--- src/hw/rtl/tpsd_pkg.sv ---
// Shared types, constants and pixel packing for the TGA pixel stream decoder.
package tpsd_pkg;

    localparam int MAX_RUN  = 128;
    localparam int Q_DEPTH  = 4;
    localparam int Q_AW     = $clog2(Q_DEPTH);
    localparam int Q_CW     = $clog2(Q_DEPTH + 1);

    typedef enum logic [2:0] {
        CFG_IMAGE_KIND      = 3'd0,
        CFG_BYTES_PER_PIXEL = 3'd1,
        CFG_IMAGE_WIDTH     = 3'd2,
        CFG_IMAGE_HEIGHT    = 3'd3,
        CFG_IDENT_LENGTH    = 3'd4,
        CFG_PALETTE_ENTRIES = 3'd5
    } t_cfg_idx;

    typedef enum logic [2:0] {
        PH_SKIP    = 3'd0,
        PH_PALETTE = 3'd1,
        PH_HEADER  = 3'd2,
        PH_PIXEL   = 3'd3,
        PH_DONE    = 3'd4
    } t_phase;

    // Configuration plus values derived from it, registered in the top level.
    typedef struct packed {
        logic [1:0]  kind;
        logic [2:0]  bpp;        // effective bytes per pixel, 1..4
        logic [15:0] width;
        logic [15:0] height;
        logic [7:0]  ident;
        logic [15:0] pal_entries;
        logic [31:0] total;      // width * height
        logic [17:0] pal_bytes;  // pal_entries * bpp
    } t_cfg;

    // One decoded pixel group travelling from front to back.
    typedef struct packed {
        logic [31:0] value;      // {comp3, comp2, comp1, comp0}
        logic [7:0]  count;
        logic        done;
        logic        fault;
        logic        restart;    // first group of a new image
    } t_pix;

    // Place file-order bytes into components; three or more bytes swap BGR to RGB.
    function automatic logic [31:0] pack_pixel(input logic [23:0] pa, input logic [7:0] last,
                                               input logic [2:0] bpp);
        logic [31:0] v;
        v = '0;
        unique case (bpp)
            3'd1: v = {24'd0, last};
            3'd2: v = {16'd0, last, pa[7:0]};
            3'd3: v = {8'd0, pa[7:0], pa[15:8], last};
            3'd4: v = {last, pa[7:0], pa[15:8], pa[23:16]};
            default: v = '0;
        endcase
        return v;
    endfunction

endpackage

--- src/hw/rtl/tpsd_queue.sv ---
// Short queue of decoded pixel groups between parser and position tracker.
module tpsd_queue (
    input  logic                      i_clk,
    input  logic                      i_rst_n,
    input  logic                      i_push,
    input  tpsd_pkg::t_pix            i_item,
    output logic                      o_full,
    input  logic                      i_pop,
    output tpsd_pkg::t_pix            o_item,
    output logic                      o_valid,
    output logic [tpsd_pkg::Q_CW-1:0] o_count
);
    import tpsd_pkg::*;

    t_pix            r_slot [Q_DEPTH];
    logic [Q_AW-1:0] r_wp, r_rp;
    logic [Q_CW-1:0] r_count;

    assign o_full  = r_count == Q_CW'(Q_DEPTH);
    assign o_valid = r_count != '0;
    assign o_count = r_count;
    assign o_item  = r_slot[r_rp];

    // Store on push.
    always_ff @(posedge i_clk) begin
        if (i_push) r_slot[r_wp] <= i_item;
    end

    // Advance pointers and fill count.
    always_ff @(posedge i_clk) begin
        if (!i_rst_n) begin
            r_wp <= '0; r_rp <= '0; r_count <= '0;
        end else begin
            if (i_push) r_wp <= r_wp + Q_AW'(1);
            if (i_pop)  r_rp <= r_rp + Q_AW'(1);
            if (i_push && !i_pop)      r_count <= r_count + Q_CW'(1);
            else if (i_pop && !i_push) r_count <= r_count - Q_CW'(1);
        end
    end

endmodule

--- config.mk ---
export PLATFORM = sky130hd
export DESIGN_NAME = tpsd_queue
export DESIGN_NICKNAME = d
export VERILOG_FILES = /design/src/hw/rtl/tpsd_pkg.sv /design/src/hw/rtl/tpsd_queue.sv
export SDC_FILE = /design/constraint.sdc
export NUM_CORES = 1
export LEC_CHECK = 0
export ABC_AREA = 1
export BUFFER_PORTS_ARGS = -buffer_cell sky130_fd_sc_hd__buf_2
export CAP_MARGIN = 20
export CORE_MARGIN = 2
export CORE_UTILIZATION = 25
export CTS_BUF_LIST = sky130_fd_sc_hd__clkbuf_16
export DETAILED_ROUTE_END_ITERATION = 16
export GPL_TIMING_DRIVEN = 0
export PLACE_DENSITY = 0.54
export SLEW_MARGIN = 10
export SYNTH_ARGS = -nofsm -noshare
export SYNTH_HDL_FRONTEND = slang
export SYNTH_SLANG_ARGS = --single-unit
--- constraint.sdc ---
create_clock -name i_clk -period 1.84 [get_ports i_clk]
set_input_delay 0.552 -clock i_clk [delete_from_list [all_inputs] [get_ports i_clk]]
set_output_delay 0.552 -clock i_clk [all_outputs]
set_load 0.02 [all_outputs]
==> flow_summary.json <==
{
  "hp-start": "i_item[28]",
  "drcViolationCount": 0,
  "fin_crit_sh": 1.17,
  "fp.dieH_um": 169,
  "cp_max_fo": 10,
  "worstSetupPathType": "flip-flop to primary output",
  "ff2ff_setup_slack_ps": 180,
  "grt_overflow": 0,
  "vias": 4121,
  "wl_per_cell_um": 17.2,
  "drive_gt1_frac": 0.327,
  "grt_antenna_before_repair": 4,
  "cts_hold_buffers": 0,
  "start_util": 0.254,
  "root_buffer": "clkbuf_16",
  "cap_violations": 0,
  "wl_mm": 16.4,
  "tritoncts": "yes",
  "leakagePower_nw": 3.11,
  "grt_pass1_wl_mm": 24.7,
  "syn_area_per_cell_um2": 14.3,
  "gp_congestion": 0.653,
  "synth_edf_count": 172,
  "status": "finished, violations left",
  "htreeDepth": 4,
  "ant_nets": 0,
  "ys_warn_count": 0,
  "dpl-instance-area_um2": 7780,
  "ys_async_sr_fraction": 0,
  "die_w_um": 169,
  "ir_drop_uv": 502,
  "crit_path_start_kind": "flip-flop",
  "hold_depth": 1,
  "port_buffers": 94,
  "multi_input_area_um2": 1390,
  "synth_area_um2": 6800,
  "r2r-start": "r_wp[0]",
  "final_area_um2": 8840,
  "synth_fp_nets": 527,
  "slew_violations": 0,
  "tightest_slew_ps": 548,
  "r2r_cells": 5,
  "clock_latency_ps": 420,
  "setup_viol": 43,
  "hold_violations": 0,
  "coreArea_um2": 26800,
  "syn_to_final_growth_pct": 30.0,
  "arrival_ps": 1610,
  "sequential_cell_area_um2": 5350,
  "synth.distinct_cells": 19,
  "endpoint_kind": "primary output",
  "cp.required_ps": 1290,
  "synthCells": 474,
  "cts_buffers": 17,
  "reg2reg_to": "r_slot[2][21]",
  "fmax_mhz": 463,
  "path_clk_slew_ps": 70,
  "first_pass_iters": 4,
  "skew_ps": 5.86,
  "period_needed_ps": 2160,
  "hp-class": "input port to flip-flop",
  "cts.sinks": 181,
  "dieArea_um2": 28500,
  "ios": 95,
  "num-fill-cells": 2623,
  "fin_nets": 646,
  "synthFlopType": "edfxtp_1",
  "hold_end": "r_slot[3][28]",
  "rows": 60,
  "grt_max_degree": 27,
  "power_density_nw_per_um2": 1060,
  "synth_seq_cells": 181,
  "track_usage": 0.118,
  "grt_pass1_vias": 4192,
  "rsz0062_at_grt": "yes",
  "power.total_mw": 9.37,
  "via_per_inst": 4.34,
  "dp_hpwl_mm": 10.2,
  "violations": "setup timing",
  "cts.path.max_buffers": 2,
  "drt_iter0_drc": 279,
  "finalWorstSetupSlack_ps": -319,
  "yosysSeqAreaShare": 0.786,
  "slew_headroom": 0.634
}
-- Yosys cell counts, types with 2 or more instances --
| cell | instances | area share |
|---|---|---|
| nor2_1 | 92 | 0.051 |
| edfxtp_1 | 172 | 0.76 |
| o22ai_1 | 43 | 0.040 |
| o21ai_0 | 85 | 0.063 |
| clkbuf_1 | 11 | 0.0061 |
| dfxtp_1 | 9 | 0.026 |
| inv_1 | 15 | 0.0083 |
| nand2_1 | 10 | 0.0055 |
| a21oi_1 | 4 | 0.0029 |
| ha_1 | 5 | 0.0092 |
| o21ai_1 | 7 | 0.0052 |
| inv_2 | 2 | 0.0011 |
| buf_4 | 5 | 0.0055 |
| buf_6 | 5 | 0.0083 |
| buf_2 | 5 | 0.0037 |
-- cell type report --
type,count,share of cell area
flip-flops and latches,181,0.606
multi-input cells,250,0.158
repair buffers,100,0.0804
well taps,341,0.0483
clock buffers,17,0.0481
plain buffers,26,0.0374
clock inverters,15,0.0137
inverters,17,0.00807
diodes,2,0.000566
-- where the power goes --
part | internal (mW) | switching [mW]
clock | 1.76 | 1.62
sequential | 4.70 | 0.0553
combinational | 0.490 | 0.749
-- per-layer routing --
| metal | GRT usage | routed length, um |
|---|---|---|
| met3 | 0.0402 | 936 |
| met5 | 0 | 28 |
| met4 | 0.0379 | 243 |
| met1 | 0.147 | 7190 |
| met2 | 0.192 | 7970 |
-- sequential cells by signal (all words and copies together) (netlist names), named ones only --
| signal | flops |
|---|---|
| o_count | 3 |
| r_wp | 2 |
| r_slot | 172 |
| r_rp | 2 |
-- cells in the final DEF, fill, tap and decap left out, drive strengths merged, types with 5 or more instances in the layout --
master	instances
buf	117
clkbuf	26
clkinvlp	7
dfxtp	9
edfxtp	172
ha	5
inv	23
nand2	10
nor2	92
o21ai	92
o22ai	43
-- timing repair --
action                                  4_1_cts  5_1_grt
resized for setup                           133       32
endpoints found under the setup margin       43       43
setup buffers                                 2        0
pin swaps                                    21        4
-- critical path, stage by stage, from the launching register on --
cell     delay, ps
dfxtp_4        390
inv_6           90
buf_12         140
buf_12         140
nor2_1          40
o22ai_1        200
buf_4          180
-- cells by family (layout without fill, tap and decap cells) --
kind of cell               count (synthesis)  in the layout  share of synthesized area
and+or+nand+nor                          105            105                     0.0587
AOI/OAI and AO/OA                        139            139                      0.110
other                                      0              2                          0
buffers and inverters                     43            175                     0.0329
adders and majority gates                  6              6                     0.0121
DFF                                      181            181                      0.786
-- worst max path at each step --
| stage | slack, ps | startpoint | endpoint |
|---|---|---|---|
| after floorplan | 10 | r_wp[0] | r_slot[2][0] |
| after global placement | -990 | i_push | r_slot[3][25] |
| after detailed placement | -360 | flip-flop | o_item[7] |
| after CTS | -350 | flip-flop | o_item[32] |
| after global routing | -390 | flip-flop | o_item[24] |
| final | -320 | flip-flop | o_item[14] |
-- through the flow --
step / setup TNS, ps / worst slack, ps / utilization / cells / hold WS, ps
after floorplan: 0 / 10.6 / - / 474 / 412
after global placement: -168130 / -985 / 0.287 / 909 / 480
after detailed placement: -10330 / -362 / 0.290 / 913 / 473
after CTS: -13120 / -348 / 0.326 / 947 / 315
after global routing: -15400 / -394 / 0.330 / 948 / 319
final: -11590 / -319 / 0.330 / 949 / 337
(Power assumes the default switching activity.)
