**config.mk**
```make
export PLATFORM = sky130hd
export DESIGN_NAME = tpsd_back
export DESIGN_NICKNAME = d
export VERILOG_FILES = /design/src/hw/rtl/tpsd_pkg.sv /design/src/hw/rtl/tpsd_back.sv
export SDC_FILE = /design/constraint.sdc
export NUM_CORES = 1
export LEC_CHECK = 0
export ABC_AREA = 0
export BUFFER_PORTS_ARGS = -buffer_cell sky130_fd_sc_hd__buf_4
export CAP_MARGIN = 10
export CORE_MARGIN = 8
export CORE_UTILIZATION = 48
export CTS_BUF_LIST = sky130_fd_sc_hd__clkbuf_4 sky130_fd_sc_hd__clkbuf_8 sky130_fd_sc_hd__clkbuf_16
export CTS_CLUSTER_SIZE = 24
export DETAILED_ROUTE_END_ITERATION = 10
export PLACE_DENSITY = 0.78
export SYNTH_ARGS = -nofsm -noshare
export SYNTH_HDL_FRONTEND = slang
export SYNTH_SLANG_ARGS = --single-unit
```
**constraint.sdc**
```tcl
create_clock -name i_clk -period 4.65 [get_ports i_clk]
set_input_delay 0 -clock i_clk [delete_from_list [all_inputs] [get_ports i_clk]]
set_output_delay 0 -clock i_clk [all_outputs]
set_load 0.05 [all_outputs]
```
**src/hw/rtl/tpsd_pkg.sv**
```systemverilog
// Shared types, constants and pixel packing for the TGA pixel stream decoder.
package tpsd_pkg;

    localparam int MAX_RUN  = 128;
    localparam int Q_DEPTH  = 4;
    localparam int Q_AW     = $clog2(Q_DEPTH);
    localparam int Q_CW     = $clog2(Q_DEPTH + 1);

    typedef enum logic [2:0] {
        CFG_IMAGE_KIND      = 3'd0,
        CFG_BYTES_PER_PIXEL = 3'd1,
        CFG_IMAGE_WIDTH     = 3'd2,
        CFG_IMAGE_HEIGHT    = 3'd3,
        CFG_IDENT_LENGTH    = 3'd4,
        CFG_PALETTE_ENTRIES = 3'd5
    } t_cfg_idx;

    typedef enum logic [2:0] {
        PH_SKIP    = 3'd0,
        PH_PALETTE = 3'd1,
        PH_HEADER  = 3'd2,
        PH_PIXEL   = 3'd3,
        PH_DONE    = 3'd4
    } t_phase;

    // Configuration plus values derived from it, registered in the top level.
    typedef struct packed {
        logic [1:0]  kind;
        logic [2:0]  bpp;        // effective bytes per pixel, 1..4
        logic [15:0] width;
        logic [15:0] height;
        logic [7:0]  ident;
        logic [15:0] pal_entries;
        logic [31:0] total;      // width * height
        logic [17:0] pal_bytes;  // pal_entries * bpp
    } t_cfg;

    // One decoded pixel group travelling from front to back.
    typedef struct packed {
        logic [31:0] value;      // {comp3, comp2, comp1, comp0}
        logic [7:0]  count;
        logic        done;
        logic        fault;
        logic        restart;    // first group of a new image
    } t_pix;

    // Place file-order bytes into components; three or more bytes swap BGR to RGB.
    function automatic logic [31:0] pack_pixel(input logic [23:0] pa, input logic [7:0] last,
                                               input logic [2:0] bpp);
        logic [31:0] v;
        v = '0;
        unique case (bpp)
            3'd1: v = {24'd0, last};
            3'd2: v = {16'd0, last, pa[7:0]};
            3'd3: v = {8'd0, pa[7:0], pa[15:8], last};
            3'd4: v = {last, pa[7:0], pa[15:8], pa[23:16]};
            default: v = '0;
        endcase
        return v;
    endfunction

endpackage

```
**src/hw/rtl/tpsd_back.sv**
```systemverilog
// Position tracker: column and row of each group, and the output register.
module tpsd_back (
    input  logic           i_clk,
    input  logic           i_rst_n,
    input  tpsd_pkg::t_cfg i_cfg,
    input  logic           i_q_valid,
    input  tpsd_pkg::t_pix i_item,
    output logic           o_pop,
    output logic           o_valid,
    input  logic           i_ready,
    output tpsd_pkg::t_pix o_item,
    output logic [15:0]    o_col,
    output logic [15:0]    o_row
);
    import tpsd_pkg::*;

    logic        r_valid;
    t_pix        r_item;
    logic [15:0] r_ocol, r_orow;
    logic [15:0] r_col, r_row;
    logic        r_adj;

    logic [15:0] col_b, row_b, adj_col;
    logic [16:0] sum, sum_w;

    assign o_pop = i_q_valid && !r_adj && (!r_valid || i_ready);

    // Base position of the head group and its end column.
    always_comb begin
        col_b   = i_item.restart ? 16'd0 : r_col;
        row_b   = i_item.restart ? (i_cfg.height - 16'd1) : r_row;
        sum     = {1'b0, col_b} + {9'd0, i_item.count};
        sum_w   = sum - {1'b0, i_cfg.width};
        adj_col = r_col - i_cfg.width;
    end

    // Wrap the column, one row per cycle after the first; stop at the image end.
    always_ff @(posedge i_clk) begin
        if (!i_rst_n) begin
            r_col <= '0; r_row <= '0; r_adj <= 1'b0;
        end else if (r_adj) begin
            r_col <= adj_col;
            r_row <= r_row - 16'd1;
            r_adj <= adj_col >= i_cfg.width;
        end else if (o_pop) begin
            if (sum >= {1'b0, i_cfg.width}) begin
                r_col <= sum_w[15:0];
                r_row <= row_b - 16'd1;
                r_adj <= !i_item.done && (sum_w[15:0] >= i_cfg.width);
            end else begin
                r_col <= sum[15:0];
                r_row <= row_b;
                r_adj <= 1'b0;
            end
        end
    end

    // Output register: hold while the receiver stalls.
    always_ff @(posedge i_clk) begin
        if (!i_rst_n) begin
            r_valid <= 1'b0;
        end else if (o_pop) begin
            r_valid <= 1'b1;
        end else if (i_ready) begin
            r_valid <= 1'b0;
        end
    end

    always_ff @(posedge i_clk) begin
        if (o_pop) begin
            r_item <= i_item;
            r_ocol <= col_b;
            r_orow <= row_b;
        end
    end

    assign o_valid = r_valid;
    assign o_item  = r_item;
    assign o_col   = r_ocol;
    assign o_row   = r_orow;

endmodule

```
==> results.sh <==
export IMPL_cts_tree="done"
export IMPL_num_vias=7063
export IMPL_start_util_pct=48.7
export IMPL_synth_top_family_by_area="compound AO/OA/AOI/OAI gates"
export IMPL_synthMuxAreaShare_pct=2.63
export IMPL_p_per_area_nw_per_um2=279
export IMPL_drt_wirelength_per_cell_um=17.5
export IMPL_routed_wl_um=21700
export IMPL_synth_area_leader_cell="edfxtp_1"
export IMPL_overflow=0
export IMPL_fin_skew_ps=10.5
export IMPL_synth_top_cell_area_share_pct=29.4
export IMPL_vias_per_cell=5.68
export IMPL_worst_pin_slew_ps=977
export IMPL_dp_cells=1174
export IMPL_grt_use_total_pct=21.3
export IMPL_clk_path_buf_depth=2
export IMPL_ant_nets=0
export IMPL_grt_max_degree=43
export IMPL_syn_inst=800
export IMPL_cap_viol_max_count=0
export IMPL_htree_levels=3
export IMPL_cts_sinks=109
export IMPL_grt_pass1_vias=6936
export IMPL_finalNonFillerCells=1244
export IMPL_syn2layout_area_growth_pct=31.8
export IMPL_synth_xor_area_share_pct=7.44
export IMPL_place_gp_congestion=0.959
export IMPL_core_um2=15700
export IMPL_p_leak_uw=0.00436
export IMPL_cp_max_fo=5
export IMPL_fill_cells=1257
export IMPL_yosys_top_cells_area="edfxtp_1 (29%), ha_1 (12%), dfxtp_1 (8.9%)"
export IMPL_placementRows=46
export IMPL_synth_edf_count=75
export IMPL_drc_errors=0
export IMPL_cts_buffers_inserted=9
export IMPL_timing_final_crit_period_ps=4390
export IMPL_antenna_found_initial=1
export IMPL_fmax_mhz=228
export IMPL_ys_seq_area_share_pct=38.3
export IMPL_yosys_warnings=0
export IMPL_drive_above_1_share_pct=24.3
export IMPL_vdd_drop_max_mv=0.189
export IMPL_required_ps=4880
export IMPL_synthesis_area_um2=7660
export IMPL_clkTransAtPathRegs_ps=80
export IMPL_max_slew_margin_rel_pct=34.8
export IMPL_port_buffers=155
export IMPL_synth_cell_types=76
export IMPL_finalSetupViolCount=0
export IMPL_synth_fa_ha_area_share_pct=12.9
export IMPL_avgSynthCellArea_um2=9.57
export IMPL_cp_end_kind="flop"
export IMPL_tns_ps=0
export IMPL_critPathKind="reg -> reg"
export IMPL_fp_dieArea_um2=20200
export IMPL_period_share_pct=94.4
export IMPL_ys_flop_type="edfxtp_1"
export IMPL_status="finished, final reports clean"
export IMPL_clkLatencyLatePin_ps=350
export IMPL_synth_async_reset_ratio_pct=0
export IMPL_grt_pass1_wl_um=34700
export IMPL_arrival_ps=4620
export IMPL_first_pass_iters=5
export IMPL_syn_num_nets=1035
export IMPL_io_pins=235
export IMPL_report_final_hold_viol_count=0
export IMPL_maxSlewViolCount=0
export IMPL_synth_simple_area_share_pct=15.9
export IMPL_layout_nets=1257
export IMPL_drt_iter0_drc=510
export IMPL_start_kind="flop"
export IMPL_hpwl_um=16300
export IMPL_fin_total_pwr_uw=2820
export IMPL_min_path_type="in -> reg"
export IMPL_synth_compound_area_share_pct=19.0
export IMPL_die_w_um=142
export IMPL_synth_ff_latch_count=109
export IMPL_root_buffer="clkbuf_16"
export IMPL_fp_dieH_um=142
[registers in the layout, summed over array words and instances, names as in the netlist]
signal	cells
o_item	43
o_col	16
o_row	16
r_col	16
r_row	16
o_valid	1
r_adj	1
[power breakdown]
group / internal [µW] / switching (µW)
Sequential: 1100 / 33.1
Combinational: 368 / 554
Clock: 391 / 364
[Yosys cell counts (11+ instances only)]
library cell,count
a21o_1,15
a21oi_1,64
a31oi_1,11
clkbuf_1,15
dfxtp_1,34
edfxtp_1,75
ha_1,74
inv_1,46
nand2_1,53
nand3_1,16
nor2_1,59
nor2b_1,21
nor3_1,22
nor4_1,11
o21ai_0,47
xnor2_1,48
xor2_1,17
[per-layer routing]
metal	GRT usage (%)	share of wire, %	routed length (µm)
met5	0	0	0
met4	7.94	1.9	404
met3	2.85	7.7	1680
met2	36.0	47	10300
met1	27.0	43	9370
[critical path, stage by stage, from the launching register on]
cell	delay (ps)
dfxtp_2	330
inv_1	80
nor2_2	50
ha_2	210
fa_2	360
a21oi_1	170
nand4b_1	160
a31oi_1	100
buf_4	160
buf_4	150
xor2_2	150
ha_1	380
a21oi_1	200
nor2_1	70
a21oi_2	140
nand2_1	120
o41ai_2	320
xnor2_1	190
ha_1	280
a21oi_1	130
o21ai_0	90
a21oi_1	170
o21ai_1	100
o2bb2ai_1	130
[timing repair]
item / 4_1_cts / 5_1_grt
endpoints found under the setup margin: 1 / 18
hold endpoints to repair: 50 / 0
setup buffers: 0 / 8
pin swaps: 0 / 11
resized for setup: 2 / 19
hold buffers: 45 / 0
[through the flow]
step	utilization, %	hold WS, ps	area, µm²	worst slack [ps]
finish	64.2	33.2	10100	263
global route	64.2	34.0	10100	-13.3
CTS	63.3	26.5	9940	4.75
detailed placement	58.5	179	9190	-128
global placement	58.5	178	9190	-64.8
floorplan	-	98.9	7660	145
[cell type report]
cell class,instances,area [µm²],area share [%]
Sequential cell,109,2930,29.1
Antenna cell,1,2.50,0.0248
Inverter,46,175,1.74
Timing Repair Buffer,234,1890,18.8
Clock inverter,5,47.5,0.471
Clock buffer,11,246,2.44
Multi-Input combinational cell,622,4520,44.8
Tap cell,216,270,2.68
[final timing paths]
kind                   from        to  slack, ps  cells after the start
setup reg to reg   r_col[0]     r_adj        260                     23
hold reg to reg    r_row[7]  r_row[7]        540                      2
hold / removal    i_item[0]  o_col[0]         30                      2
setup / recovery   r_col[0]     r_adj        260                     23
[cell usage in the layout (no fill, tap or decap), drive strengths merged, types with 9 or more instances in the layout]
| cell type | count |
|---|---|
| inv | 46 |
| nor4 | 12 |
| nand2 | 53 |
| xnor2 | 48 |
| or3 | 10 |
| o21ai | 48 |
| a31oi | 13 |
| a21oi | 64 |
| mux2 | 9 |
| dfxtp | 34 |
| nand4 | 10 |
| nor3 | 23 |
| nand2b | 9 |
| xor2 | 17 |
| ha | 74 |
| nor2b | 21 |
| o21a | 9 |
| mux2i | 10 |
| a21o | 18 |
| clkbuf | 11 |
| nand3 | 16 |
| o22ai | 9 |
| nor2 | 59 |
| buf | 189 |
| a22oi | 9 |
| dlygate4sd3 | 45 |
| edfxtp | 75 |
[cell families after synthesis]
group                    Yosys count
adder cells (fa/ha/maj)           77
flip-flops                       109
AND/OR/NAND/NOR                  238
XOR/XNOR                          65
multiplexers                      19
buffers and inverters             69
AO/OA/AOI/OAI                    223
No activity file was read; power rests on OpenSTA's default activity.
